$ cat src/hw/rtl/prrf_pkg.sv
// Shared types and constants for the parking radar report framer.
// Used by the interfaces, the sensor lanes, the merge stage, the serializer and the top level.
package prrf_pkg;

  localparam int NUM_SENSORS     = 8;
  localparam int LANES_PER_FRAME = 4;
  localparam int CFG_IDX_W       = 4;
  localparam int POS_W           = 5;

  localparam logic [1:0] MODE_OFF = 2'd1;
  localparam logic [1:0] MODE_ON  = 2'd2;

  localparam logic [7:0]  MAX_RESET   = 8'd10;
  localparam logic [7:0]  DIST_LIMIT  = 8'd99;
  localparam logic [6:0]  DIST_TOP    = 7'd99;
  localparam logic [14:0] DIVISOR     = 15'd99;
  localparam logic [14:0] ROUND_UP    = 15'd98;
  localparam logic [23:0] RECIP       = 24'd661;
  localparam int          RECIP_SHIFT = 16;

  localparam logic [7:0] START_BYTE  = 8'h2E;
  localparam logic [7:0] TYPE_STATUS = 8'h24;
  localparam logic [7:0] TYPE_FRONT  = 8'h23;
  localparam logic [7:0] TYPE_REAR   = 8'h22;
  localparam logic [7:0] LEN_STATUS  = 8'h02;
  localparam logic [7:0] LEN_SENSOR  = 8'h04;
  localparam logic [7:0] PARK_ON_BIT = 8'h08;
  localparam logic [7:0] STATUS_D0   = 8'h00;
  localparam logic [7:0] CK_MASK     = 8'hFF;

  localparam logic [7:0] CK_STATUS_ON  = (TYPE_STATUS + LEN_STATUS + STATUS_D0 + PARK_ON_BIT)
                                         ^ CK_MASK;
  localparam logic [7:0] CK_STATUS_OFF = (TYPE_STATUS + LEN_STATUS + STATUS_D0) ^ CK_MASK;

  // Byte positions within the stream that one sample produces.
  localparam logic [POS_W-1:0] P_STATUS_START = 5'd0;
  localparam logic [POS_W-1:0] P_STATUS_TYPE  = 5'd1;
  localparam logic [POS_W-1:0] P_STATUS_LEN   = 5'd2;
  localparam logic [POS_W-1:0] P_STATUS_D0    = 5'd3;
  localparam logic [POS_W-1:0] P_STATUS_D1    = 5'd4;
  localparam logic [POS_W-1:0] P_STATUS_CK    = 5'd5;
  localparam logic [POS_W-1:0] P_FRONT_START  = 5'd6;
  localparam logic [POS_W-1:0] P_FRONT_TYPE   = 5'd7;
  localparam logic [POS_W-1:0] P_FRONT_LEN    = 5'd8;
  localparam logic [POS_W-1:0] P_FRONT_D0     = 5'd9;
  localparam logic [POS_W-1:0] P_FRONT_D1     = 5'd10;
  localparam logic [POS_W-1:0] P_FRONT_D2     = 5'd11;
  localparam logic [POS_W-1:0] P_FRONT_D3     = 5'd12;
  localparam logic [POS_W-1:0] P_FRONT_CK     = 5'd13;
  localparam logic [POS_W-1:0] P_REAR_START   = 5'd14;
  localparam logic [POS_W-1:0] P_REAR_TYPE    = 5'd15;
  localparam logic [POS_W-1:0] P_REAR_LEN     = 5'd16;
  localparam logic [POS_W-1:0] P_REAR_D0      = 5'd17;
  localparam logic [POS_W-1:0] P_REAR_D1      = 5'd18;
  localparam logic [POS_W-1:0] P_REAR_D2      = 5'd19;
  localparam logic [POS_W-1:0] P_REAR_D3      = 5'd20;
  localparam logic [POS_W-1:0] P_REAR_CK      = 5'd21;

  typedef struct packed {
    logic [1:0] radar_mode;
    logic [7:0] front_right_dist;
    logic [7:0] front_right_mid_dist;
    logic [7:0] front_left_mid_dist;
    logic [7:0] front_left_dist;
    logic [7:0] rear_left_dist;
    logic [7:0] rear_left_mid_dist;
    logic [7:0] rear_right_mid_dist;
    logic [7:0] rear_right_dist;
  } sample_t;

  typedef struct packed {
    logic [7:0] serial_byte;
    logic       frame_end;
    logic       run_last;
  } report_t;

  typedef struct packed {
    logic en1;
    logic en2;
    logic en3;
  } lane_ctl_t;

  typedef struct packed {
    logic                                park_on;
    logic [LANES_PER_FRAME-1:0][7:0]     front;
    logic [LANES_PER_FRAME-1:0][7:0]     rear;
    logic [7:0]                          front_ck;
    logic [7:0]                          rear_ck;
  } frame_t;

endpackage

$ cat src/hw/rtl/prrf_if.sv
// Handshake channels of the parking radar report framer: samples in, bytes out, register writes.
// Depends on prrf_pkg for the payload types.
interface prrf_sample_if;
  import prrf_pkg::*;
  logic    valid;
  logic    ready;
  sample_t data;
  modport source (output valid, output data, input ready);
  modport sink (input valid, input data, output ready);
endinterface

interface prrf_report_if;
  import prrf_pkg::*;
  logic    valid;
  logic    ready;
  report_t data;
  modport source (output valid, output data, input ready);
  modport sink (input valid, input data, output ready);
endinterface

interface prrf_cfg_if;
  import prrf_pkg::*;
  logic                 valid;
  logic                 ready;
  logic [CFG_IDX_W-1:0] index;
  logic [7:0]           data;
  modport source (output valid, output index, output data, input ready);
  modport sink (input valid, input index, input data, output ready);
endinterface

$ cat src/hw/rtl/prrf_lane.sv
// One sensor lane: saturates a distance and scales it to a sensor byte in three stages.
// Depends on prrf_pkg; eight copies run side by side in the top level.
module prrf_lane
  import prrf_pkg::*;
(
  input  logic      clk,
  input  lane_ctl_t ctl,
  input  logic [7:0] distance,
  input  logic [7:0] max_val,
  output logic [7:0] sensor_byte
);

  logic [6:0]  d_sat;
  logic [14:0] prod;
  logic [14:0] x1;
  logic [7:0]  m1;
  logic [23:0] est_full;
  logic [14:0] x2;
  logic [7:0]  est2;
  logic [7:0]  m2;
  logic [14:0] rem;
  logic [7:0]  quot;

  // The quotient by 99 comes from a reciprocal product that is low by at most one.
  assign d_sat    = (distance > DIST_LIMIT) ? DIST_TOP : distance[6:0];
  assign prod     = 15'(d_sat) * 15'(max_val);
  assign est_full = 24'(x1) * RECIP;
  assign rem      = x2 - 15'(est2) * DIVISOR;
  assign quot     = est2 + 8'(rem >= DIVISOR);

  always_ff @(posedge clk) begin
    if (ctl.en1) begin
      x1 <= prod + ROUND_UP;
      m1 <= max_val;
    end
    if (ctl.en2) begin
      x2   <= x1;
      est2 <= est_full[RECIP_SHIFT +: 8];
      m2   <= m1;
    end
    if (ctl.en3) begin
      sensor_byte <= m2 + 8'd1 - quot;
    end
  end

endmodule

$ cat src/hw/rtl/prrf_merge.sv
// Merge stage: gathers the eight lane bytes into one frame set and forms the two checksums.
// Depends on prrf_pkg.
module prrf_merge
  import prrf_pkg::*;
(
  input  logic                          clk,
  input  logic                          en,
  input  logic                          park_on,
  input  logic [NUM_SENSORS-1:0][7:0]   lane_bytes,
  output frame_t                        frame
);

  frame_t frame_next;
  logic [7:0] front_sum;
  logic [7:0] rear_sum;

  always_comb begin
    front_sum = TYPE_FRONT + LEN_SENSOR;
    rear_sum  = TYPE_REAR + LEN_SENSOR;
    for (int i = 0; i < LANES_PER_FRAME; i++) begin
      front_sum = front_sum + lane_bytes[i];
      rear_sum  = rear_sum + lane_bytes[LANES_PER_FRAME + i];
    end
    frame_next.park_on  = park_on;
    for (int i = 0; i < LANES_PER_FRAME; i++) begin
      frame_next.front[i] = lane_bytes[i];
      frame_next.rear[i]  = lane_bytes[LANES_PER_FRAME + i];
    end
    frame_next.front_ck = front_sum ^ CK_MASK;
    frame_next.rear_ck  = rear_sum ^ CK_MASK;
  end

  always_ff @(posedge clk) begin
    if (en) begin
      frame <= frame_next;
    end
  end

endmodule

$ cat src/hw/rtl/prrf_serializer.sv
// Byte serializer: walks a sample's status frame, then front and rear frames if parking is on;
// one byte per cycle unless stalled. Depends on prrf_pkg and prrf_if; holds the output register.
module prrf_serializer
  import prrf_pkg::*;
(
  input  logic          clk,
  input  logic          rst,
  input  logic          frame_valid,
  input  frame_t        frame,
  output logic          take,
  prrf_report_if.source report
);

  frame_t           cur;
  logic             busy;
  logic [POS_W-1:0] pos;
  logic [POS_W-1:0] last_pos;
  logic             at_last;
  logic             out_adv;
  logic [7:0]       byte_val;
  logic             is_ck;

  assign last_pos = cur.park_on ? P_REAR_CK : P_STATUS_CK;
  assign at_last  = (pos == last_pos);
  assign out_adv  = !report.valid || report.ready;
  assign take     = frame_valid && (!busy || (out_adv && at_last));
  assign is_ck    = (pos == P_STATUS_CK) || (pos == P_FRONT_CK) || (pos == P_REAR_CK);

  always_comb begin
    unique case (pos)
      P_STATUS_START, P_FRONT_START, P_REAR_START: byte_val = START_BYTE;
      P_STATUS_TYPE:  byte_val = TYPE_STATUS;
      P_STATUS_LEN:   byte_val = LEN_STATUS;
      P_STATUS_D0:    byte_val = STATUS_D0;
      P_STATUS_D1:    byte_val = cur.park_on ? PARK_ON_BIT : STATUS_D0;
      P_STATUS_CK:    byte_val = cur.park_on ? CK_STATUS_ON : CK_STATUS_OFF;
      P_FRONT_TYPE:   byte_val = TYPE_FRONT;
      P_REAR_TYPE:    byte_val = TYPE_REAR;
      P_FRONT_LEN, P_REAR_LEN: byte_val = LEN_SENSOR;
      P_FRONT_D0:     byte_val = cur.front[0];
      P_FRONT_D1:     byte_val = cur.front[1];
      P_FRONT_D2:     byte_val = cur.front[2];
      P_FRONT_D3:     byte_val = cur.front[3];
      P_FRONT_CK:     byte_val = cur.front_ck;
      P_REAR_D0:      byte_val = cur.rear[0];
      P_REAR_D1:      byte_val = cur.rear[1];
      P_REAR_D2:      byte_val = cur.rear[2];
      P_REAR_D3:      byte_val = cur.rear[3];
      P_REAR_CK:      byte_val = cur.rear_ck;
      default:        byte_val = START_BYTE;
    endcase
  end

  always_ff @(posedge clk) begin
    if (rst) begin
      busy         <= 1'b0;
      pos          <= P_STATUS_START;
      report.valid <= 1'b0;
    end else begin
      if (out_adv) begin
        report.valid <= busy;
      end
      if (take) begin
        busy <= 1'b1;
        pos  <= P_STATUS_START;
      end else if (busy && out_adv) begin
        pos <= pos + 5'd1;
        if (at_last) begin
          busy <= 1'b0;
        end
      end
    end
  end

  always_ff @(posedge clk) begin
    if (take) begin
      cur <= frame;
    end
    if (busy && out_adv) begin
      report.data <= '{serial_byte: byte_val, frame_end: is_ck, run_last: at_last};
    end
  end

  // The last byte of a sample always closes a frame.
  a_last_is_frame_end: assert property (@(posedge clk) disable iff (rst)
    report.valid && report.data.run_last |-> report.data.frame_end)
    else $error("run_last without frame_end");

  a_pos_in_range: assert property (@(posedge clk) disable iff (rst)
    busy |-> pos <= last_pos)
    else $error("byte position beyond end of sample");

  a_take_starts: assert property (@(posedge clk) disable iff (rst)
    take |=> busy && pos == P_STATUS_START)
    else $error("loaded frame set not started");

  a_take_needs_valid: assert property (@(posedge clk) disable iff (rst)
    take |-> frame_valid)
    else $error("frame set taken without valid");

endmodule

$ cat src/hw/rtl/parking_radar_report_framer_top.sv
// Top level of the parking radar report framer: sample intake, park flag, eight sensor lanes,
// merge stage and byte serializer. Depends on prrf_pkg, prrf_if, prrf_lane, prrf_merge
// and prrf_serializer.
//
// A sample with radar mode on produces 22 bytes (status, front and rear frames), a sample that
// switches parking off produces the 6 status bytes, and other samples produce nothing. Bytes
// leave at one per cycle while the receiver does not stall, so the serializer sets the sustained
// rate. A sample passes three lane stages, the merge stage, the serializer's frame register and
// the output register before its first byte appears. The four stages in front of the serializer
// keep taking samples while it still sends earlier bytes. Register writes are taken every cycle.
module parking_radar_report_framer_top
  import prrf_pkg::*;
(
  input  logic          clk,
  input  logic          rst,
  prrf_sample_if.sink   sample,
  prrf_report_if.source report,
  prrf_cfg_if.sink      cfg
);

  logic [NUM_SENSORS-1:0][7:0] sensor_max;
  logic [NUM_SENSORS-1:0][7:0] distance;
  logic [NUM_SENSORS-1:0][7:0] lane_bytes;
  logic       park_active;
  logic       mode_ok;
  logic       now_on;
  logic       v1, v2, v3, v4;
  logic       on1, on2, on3;
  logic       rdy1, rdy2, rdy3, rdy4;
  logic       take;
  lane_ctl_t  lane_ctl;
  frame_t     frame;

  assign cfg.ready = 1'b1;

  always_ff @(posedge clk) begin
    if (rst) begin
      for (int i = 0; i < NUM_SENSORS; i++) begin
        sensor_max[i] <= MAX_RESET;
      end
    end else if (cfg.valid && (cfg.index < CFG_IDX_W'(NUM_SENSORS))) begin
      sensor_max[cfg.index[2:0]] <= cfg.data;
    end
  end

  assign distance[0] = sample.data.front_right_dist;
  assign distance[1] = sample.data.front_right_mid_dist;
  assign distance[2] = sample.data.front_left_mid_dist;
  assign distance[3] = sample.data.front_left_dist;
  assign distance[4] = sample.data.rear_left_dist;
  assign distance[5] = sample.data.rear_left_mid_dist;
  assign distance[6] = sample.data.rear_right_mid_dist;
  assign distance[7] = sample.data.rear_right_dist;

  assign mode_ok = (sample.data.radar_mode == MODE_OFF) || (sample.data.radar_mode == MODE_ON);
  assign now_on  = (sample.data.radar_mode == MODE_ON);

  assign rdy4 = !v4 || take;
  assign rdy3 = !v3 || rdy4;
  assign rdy2 = !v2 || rdy3;
  assign rdy1 = !v1 || rdy2;
  assign sample.ready = rdy1;
  assign lane_ctl = '{en1: rdy1, en2: rdy2, en3: rdy3};

  // Samples that produce no bytes go no further; those with a valid radar mode update the park flag.
  always_ff @(posedge clk) begin
    if (rst) begin
      park_active <= 1'b0;
      v1 <= 1'b0;
      v2 <= 1'b0;
      v3 <= 1'b0;
      v4 <= 1'b0;
    end else begin
      if (sample.valid && rdy1 && mode_ok) begin
        park_active <= now_on;
      end
      if (rdy1) begin
        v1 <= sample.valid && mode_ok && (park_active || now_on);
      end
      if (rdy2) begin
        v2 <= v1;
      end
      if (rdy3) begin
        v3 <= v2;
      end
      if (rdy4) begin
        v4 <= v3;
      end
    end
  end

  always_ff @(posedge clk) begin
    if (rdy1) begin
      on1 <= now_on;
    end
    if (rdy2) begin
      on2 <= on1;
    end
    if (rdy3) begin
      on3 <= on2;
    end
  end

  for (genvar g = 0; g < NUM_SENSORS; g++) begin : g_lane
    prrf_lane u_lane (
      .clk         (clk),
      .ctl         (lane_ctl),
      .distance    (distance[g]),
      .max_val     (sensor_max[g]),
      .sensor_byte (lane_bytes[g])
    );
  end

  prrf_merge u_merge (
    .clk        (clk),
    .en         (rdy4),
    .park_on    (on3),
    .lane_bytes (lane_bytes),
    .frame      (frame)
  );

  prrf_serializer u_serializer (
    .clk         (clk),
    .rst         (rst),
    .frame_valid (v4),
    .frame       (frame),
    .take        (take),
    .report      (report)
  );

endmodule

$ cat src/flat_wrapper.sv
// flat-port wrapper written by rule: the top's interface ports become plain ports
module parking_radar_report_framer_top_flat import prrf_pkg::*;
  (clk, rst, sample_valid, sample_data, sample_ready, report_valid, report_data, report_ready, cfg_valid, cfg_index, cfg_data, cfg_ready);
  prrf_sample_if sample_i ();
  prrf_report_if report_i ();
  prrf_cfg_if cfg_i ();
  input  logic clk;
  input  logic rst;
  input wire logic [$bits(sample_i.valid)-1:0] sample_valid;
  input wire logic [$bits(sample_i.data)-1:0] sample_data;
  output wire logic [$bits(sample_i.ready)-1:0] sample_ready;
  output wire logic [$bits(report_i.valid)-1:0] report_valid;
  output wire logic [$bits(report_i.data)-1:0] report_data;
  input wire logic [$bits(report_i.ready)-1:0] report_ready;
  input wire logic [$bits(cfg_i.valid)-1:0] cfg_valid;
  input wire logic [$bits(cfg_i.index)-1:0] cfg_index;
  input wire logic [$bits(cfg_i.data)-1:0] cfg_data;
  output wire logic [$bits(cfg_i.ready)-1:0] cfg_ready;
  assign sample_i.valid = sample_valid;
  assign sample_i.data = sample_data;
  assign sample_ready = sample_i.ready;
  assign report_valid = report_i.valid;
  assign report_data = report_i.data;
  assign report_i.ready = report_ready;
  assign cfg_i.valid = cfg_valid;
  assign cfg_i.index = cfg_index;
  assign cfg_i.data = cfg_data;
  assign cfg_ready = cfg_i.ready;
  parking_radar_report_framer_top u_core (.clk(clk), .rst(rst), .sample(sample_i), .report(report_i), .cfg(cfg_i));
endmodule
$ cat config.mk
export PLATFORM = sky130hd
export DESIGN_NAME = parking_radar_report_framer_top_flat
export DESIGN_NICKNAME = d
export VERILOG_FILES = /design/src/hw/rtl/prrf_pkg.sv /design/src/hw/rtl/prrf_if.sv /design/src/hw/rtl/prrf_lane.sv /design/src/hw/rtl/prrf_merge.sv /design/src/hw/rtl/prrf_serializer.sv /design/src/hw/rtl/parking_radar_report_framer_top.sv /design/src/flat_wrapper.sv
export SDC_FILE = /design/constraint.sdc
export NUM_CORES = 2
export LEC_CHECK = 0
export BUFFER_PORTS_ARGS = -buffer_cell sky130_fd_sc_hd__buf_2
export CORE_AREA = 4 4 438 440
export CTS_CLUSTER_SIZE = 16
export DETAILED_ROUTE_END_ITERATION = 8
export DIE_AREA = 0 0 442 444
export PLACE_DENSITY_LB_ADDON = 0.3
export SLEW_MARGIN = 20
export SYNTH_ARGS = -nofsm -noshare
export SYNTH_HDL_FRONTEND = slang
export SYNTH_HIERARCHICAL = 1
export SYNTH_SLANG_ARGS = --single-unit
$ cat constraint.sdc
create_clock -name clk -period 37.1 [get_ports clk]
set_input_delay 3.71 -clock clk [delete_from_list [all_inputs] [get_ports clk]]
set_output_delay 3.71 -clock clk [all_outputs]
set_load 0.03 [all_outputs]
==> Implementation_results.wiki <==
{| class="wikitable"
! Metric !! Value
|-
| CTS-repair resized insts || 0
|-
| Post-Syn Instances || 7127
|-
| CTS Buf Count || 87
|-
| Final layout net count || 9396
|-
| Number of search-and-repair iterations in the first detailed-routing pass || 5
|-
| Final worst path period share || 26.09%
|-
| Initial antenna violation count || 8
|-
| Slowest cell on the critical path || sky130_fd_sc_hd__or2_4
|-
| Worst hold path cell count || 0
|-
| Cell repeated most along the worst path || sky130_fd_sc_hd__buf_2
|-
| Most used flip-flop cell after synthesis || sky130_fd_sc_hd__edfxtp_1
|-
| Cell area after synthesis || 0.07482 mm2
|-
| Total detailed-routing wirelength || 155300 um
|-
| Setup violations, final || 0
|-
| Initial standard-cell utilization of the core || 39.88%
|-
| First-pass GRT wire length || 258900 um
|-
| Die Area || 0.1962 mm2
|-
| YS warnings || 6
|-
| Critical Path RT || 33.39 ns
|-
| Number of max-slew violations in the final report || 0
|-
| Summed negative setup slack over all endpoints || 0 ns
|-
| Reg2Reg Depth || 23
|-
| Sort of element at the end of the critical path || output pin
|-
| Buffer type at the clock tree root || sky130_fd_sc_hd__clkbuf_16
|-
| Unique cell type count in the Yosys netlist || 98
|-
| Maximum count of clock buffers along a single path || 3
|-
| Setup repair after global routing missed its margin || false
|-
| ANT nets after route || 0
|-
| Area share of and/or/nand/nor cells after synthesis || 8.132%
|-
| Clock transition time at the flip-flop clock pins of the worst setup and hold paths || 0.06 ns
|-
| Detailed router's first-iteration violation count || 2175
|-
| Critical path, cell by cell || buf_2 > nor2b_1 > o31ai_1 > and2_4 > nand4b_1 > or2_4 > buf_2
|-
| CP startpoint kind || input port
|-
| Overall Global Routing Usage || 16.10%
|-
| Top cells by area, synth || sky130_fd_sc_hd__edfxtp_1 27%, sky130_fd_sc_hd__ha_1 23%, sky130_fd_sc_hd__fa_1 18%
|-
| Hold Crit Class || register to register
|-
| Async set-reset flop share out of synthesis || 0%
|-
| Reg2reg setup slack || 30.29 ns
|-
| Critical Path AT || 5.97 ns
|-
| Reg-to-Reg Start || u_core/g_lane[1].u_lane/est2[2]
|-
| Wirelength per Cell || 15.78 um
|-
| Layout cell share with drive strength beyond 1 || 5.395%
|-
| Grt ovf || 0
|-
| Row cnt || 159
|-
| Number of buffers inserted by hold repair at cts || 0
|-
| Via count of the first global-routing pass || 50607
|-
| Average footprint of a synthesized cell || 10.50 um2
|-
| Dominant cell type by area after synthesis || sky130_fd_sc_hd__edfxtp_1
|-
| Slowest Stage Delay on Critical Path || 0.55 ns
|-
| Die extent in x || 442 um
|-
| Hold Startpoint || u_core/g_lane[0].u_lane/m1[6]
|-
| Worst Path Buf+Inv || 2
|-
| Vias per Instance || 4.868
|-
| Worst-skew pair later-pin latency || 0.69 ns
|-
| Maximum fanout count along the critical path || 43
|-
| Post-CTS setup buffers || 0
|-
| Result of the run || complete, no violations
|-
| Nets in the synthesized netlist || 9255
|-
| Compound-cell area share of the yosys netlist || 7.346%
|-
| Post-synthesis sequential element count || 747
|-
| Worst-Margin Slew || 1.042 ns
|-
| Proportion of synthesized chip area in sequential cells || 28.96%
|-
| Die extent in y || 444 um
|-
| Category of the most critical setup path || input port to output pin
|-
| Total DRC errors in the routed layout || 0
|-
| Count of flip-flops with a built-in enable after synthesis || 671
|-
| Max_slew headroom || 30.52%
|-
| Worst flop-to-flop path endpoint || u_core/g_lane[1].u_lane/sensor_byte[7]
|-
| CTS tree || yes
|-
| Portion of synthesized cell area occupied by the leading cell type || 26.93%
|-
| Via count || 47907
|-
| Total core area || 0.1876 mm2
|-
| Achievable frequency || 103.3 MHz
|-
| Dominant cell by count in the synthesized netlist || sky130_fd_sc_hd__inv_1
|-
| Quantity of I/O buffers inserted on ports || 94
|-
| Max-capacitance violation count || 0
|-
| Largest delay contributor family on the critical path || simple AND/OR/NAND/NOR gates
|-
| RD Place Congestion || 0.8456
|-
| Layout overhead on the synthesized area || 8.521%
|-
| Hold-critical path endpoint || u_core/g_lane[0].u_lane/m2[6]
|-
| Total count of hold-check failures in the final report || 0
|-
| Largest net degree at the start of global routing || 82
|-
| Xor/xnor cell area share of the yosys netlist || 3.945%
|-
| H-tree depth || 3
|-
| TritonCTS sink count || 747
|-
| Final period demand of the worst path || 9.681 ns
|-
| Largest clock skew in the final design || 0.03676 ns
|-
| Final HPWL DP || 126200 um
|-
| Top-level I/O count || 96
|-
| Adder-cell share of the synthesized area || 40.81%
|-
| Multiplexer fraction of the synthesized cell area || 1.375%
|-
| Most instantiated cells after synthesis || 1793 x sky130_fd_sc_hd__inv_1, 1386 x sky130_fd_sc_hd__ha_1, 671 x sky130_fd_sc_hd__edfxtp_1, 659 x sky130_fd_sc_hd__fa_1, 406 x sky130_fd_sc_hd__nand2_1
|-
| Dominant combinational cell family by area after synthesis || adder cells
|}
-- state kept, by name (all words and copies together) (netlist names), 5 cells and up --
name / cells
u_core/g_lane.u_lane/x1: 120
u_core/g_lane.u_lane/x2: 120
u_core/u_merge/frame: 81
u_core/u_serializer/cur: 81
u_core/g_lane.u_lane/est2: 64
u_core/g_lane.u_lane/m1: 64
u_core/g_lane.u_lane/m2: 64
u_core/g_lane.u_lane/sensor_byte: 64
u_core/sensor_max: 64
u_core/u_serializer/report.data: 10
u_core/u_serializer/pos: 5
-- stage by stage --
stage	utilization [%]	hold WS [ns]	area (um2)	instances	worst slack, ns
detailed placement	41.74	0.4045	78310	9673	27.34
CTS	43.26	0.3898	81160	9834	27.34
global placement	41.74	0.4006	78310	9673	27.44
finish	43.28	0.3974	81200	9841	27.42
global route	43.28	0.3964	81190	9838	27.22
floorplan	-	0.4003	74820	7127	16.53
-- metal layers --
metal	vias up	part of all wire, %	track usage (%)
li1	23656	-	-
met1	23459	44	20.69
met2	604	50	28.71
met3	188	3.2	1.557
met4	0	2.6	4.756
met5	-	0	0
-- worst max-delay path by stage --
stage / from / to / slack (ns) / depth (start not counted)
2_1_floorplan: report_ready / sample_ready / 16.53 / 5
3_3_place_gp: report_ready / sample_ready / 27.44 / 7
3_5_place_dp: report_ready / sample_ready / 27.34 / 7
4_1_cts: report_ready / sample_ready / 27.34 / 7
5_1_grt: report_ready / sample_ready / 27.22 / 7
6_report: report_ready / sample_ready / 27.42 / 7
-- final cells by class --
class | instances | area (um2)
Antenna cell | 6 | 15.01
Clock buffer | 110 | 2313
Clock inverter | 51 | 531.8
Fill cell | 17698 | 106400
Inverter | 1794 | 6735
Multi-Input combinational cell | 4517 | 46120
Sequential cell | 747 | 21670
Tap cell | 2495 | 3122
Timing Repair Buffer | 121 | 693.2
-- cell families after synthesis --
logic type,count (synthesis)
flops,747
fa+ha+maj,2045
compound gates,809
simple gates,1225
xor+xnor,337
other cells,1
buf+inv,1863
mux,100
-- placed cells by master, fill, tap and decap left out, types with 13 or more instances in the layout --
master,count
sky130_fd_sc_hd__buf_4,26
sky130_fd_sc_hd__nor2_1,233
sky130_fd_sc_hd__dfxtp_1,76
sky130_fd_sc_hd__a31oi_1,20
sky130_fd_sc_hd__inv_1,1791
sky130_fd_sc_hd__ha_1,1386
sky130_fd_sc_hd__a22oi_1,16
sky130_fd_sc_hd__a21oi_1,230
sky130_fd_sc_hd__nand2b_1,45
sky130_fd_sc_hd__o21ai_0,128
sky130_fd_sc_hd__nor3_1,45
sky130_fd_sc_hd__or3_1,24
sky130_fd_sc_hd__a21boi_0,13
sky130_fd_sc_hd__nand2_1,405
sky130_fd_sc_hd__xor2_1,60
sky130_fd_sc_hd__clkbuf_1,18
sky130_fd_sc_hd__o211ai_1,22
sky130_fd_sc_hd__and2_1,82
sky130_fd_sc_hd__and3_1,104
sky130_fd_sc_hd__buf_2,94
sky130_fd_sc_hd__or2_2,25
sky130_fd_sc_hd__o21a_1,55
sky130_fd_sc_hd__fa_1,659
sky130_fd_sc_hd__a21oi_2,25
sky130_fd_sc_hd__clkbuf_16,87
sky130_fd_sc_hd__nor2b_1,86
sky130_fd_sc_hd__nand3_1,63
sky130_fd_sc_hd__o31ai_1,16
sky130_fd_sc_hd__nand4_1,29
sky130_fd_sc_hd__o21ai_1,13
sky130_fd_sc_hd__mux2i_1,87
sky130_fd_sc_hd__o21bai_1,38
sky130_fd_sc_hd__xnor2_1,277
sky130_fd_sc_hd__clkinv_2,15
sky130_fd_sc_hd__a21o_1,60
sky130_fd_sc_hd__edfxtp_1,671
sky130_fd_sc_hd__a211oi_1,40
Power is left out: the tool's default activity adds up to more than one toggle a clock period on the data nets, which glitch-free logic cannot reach.
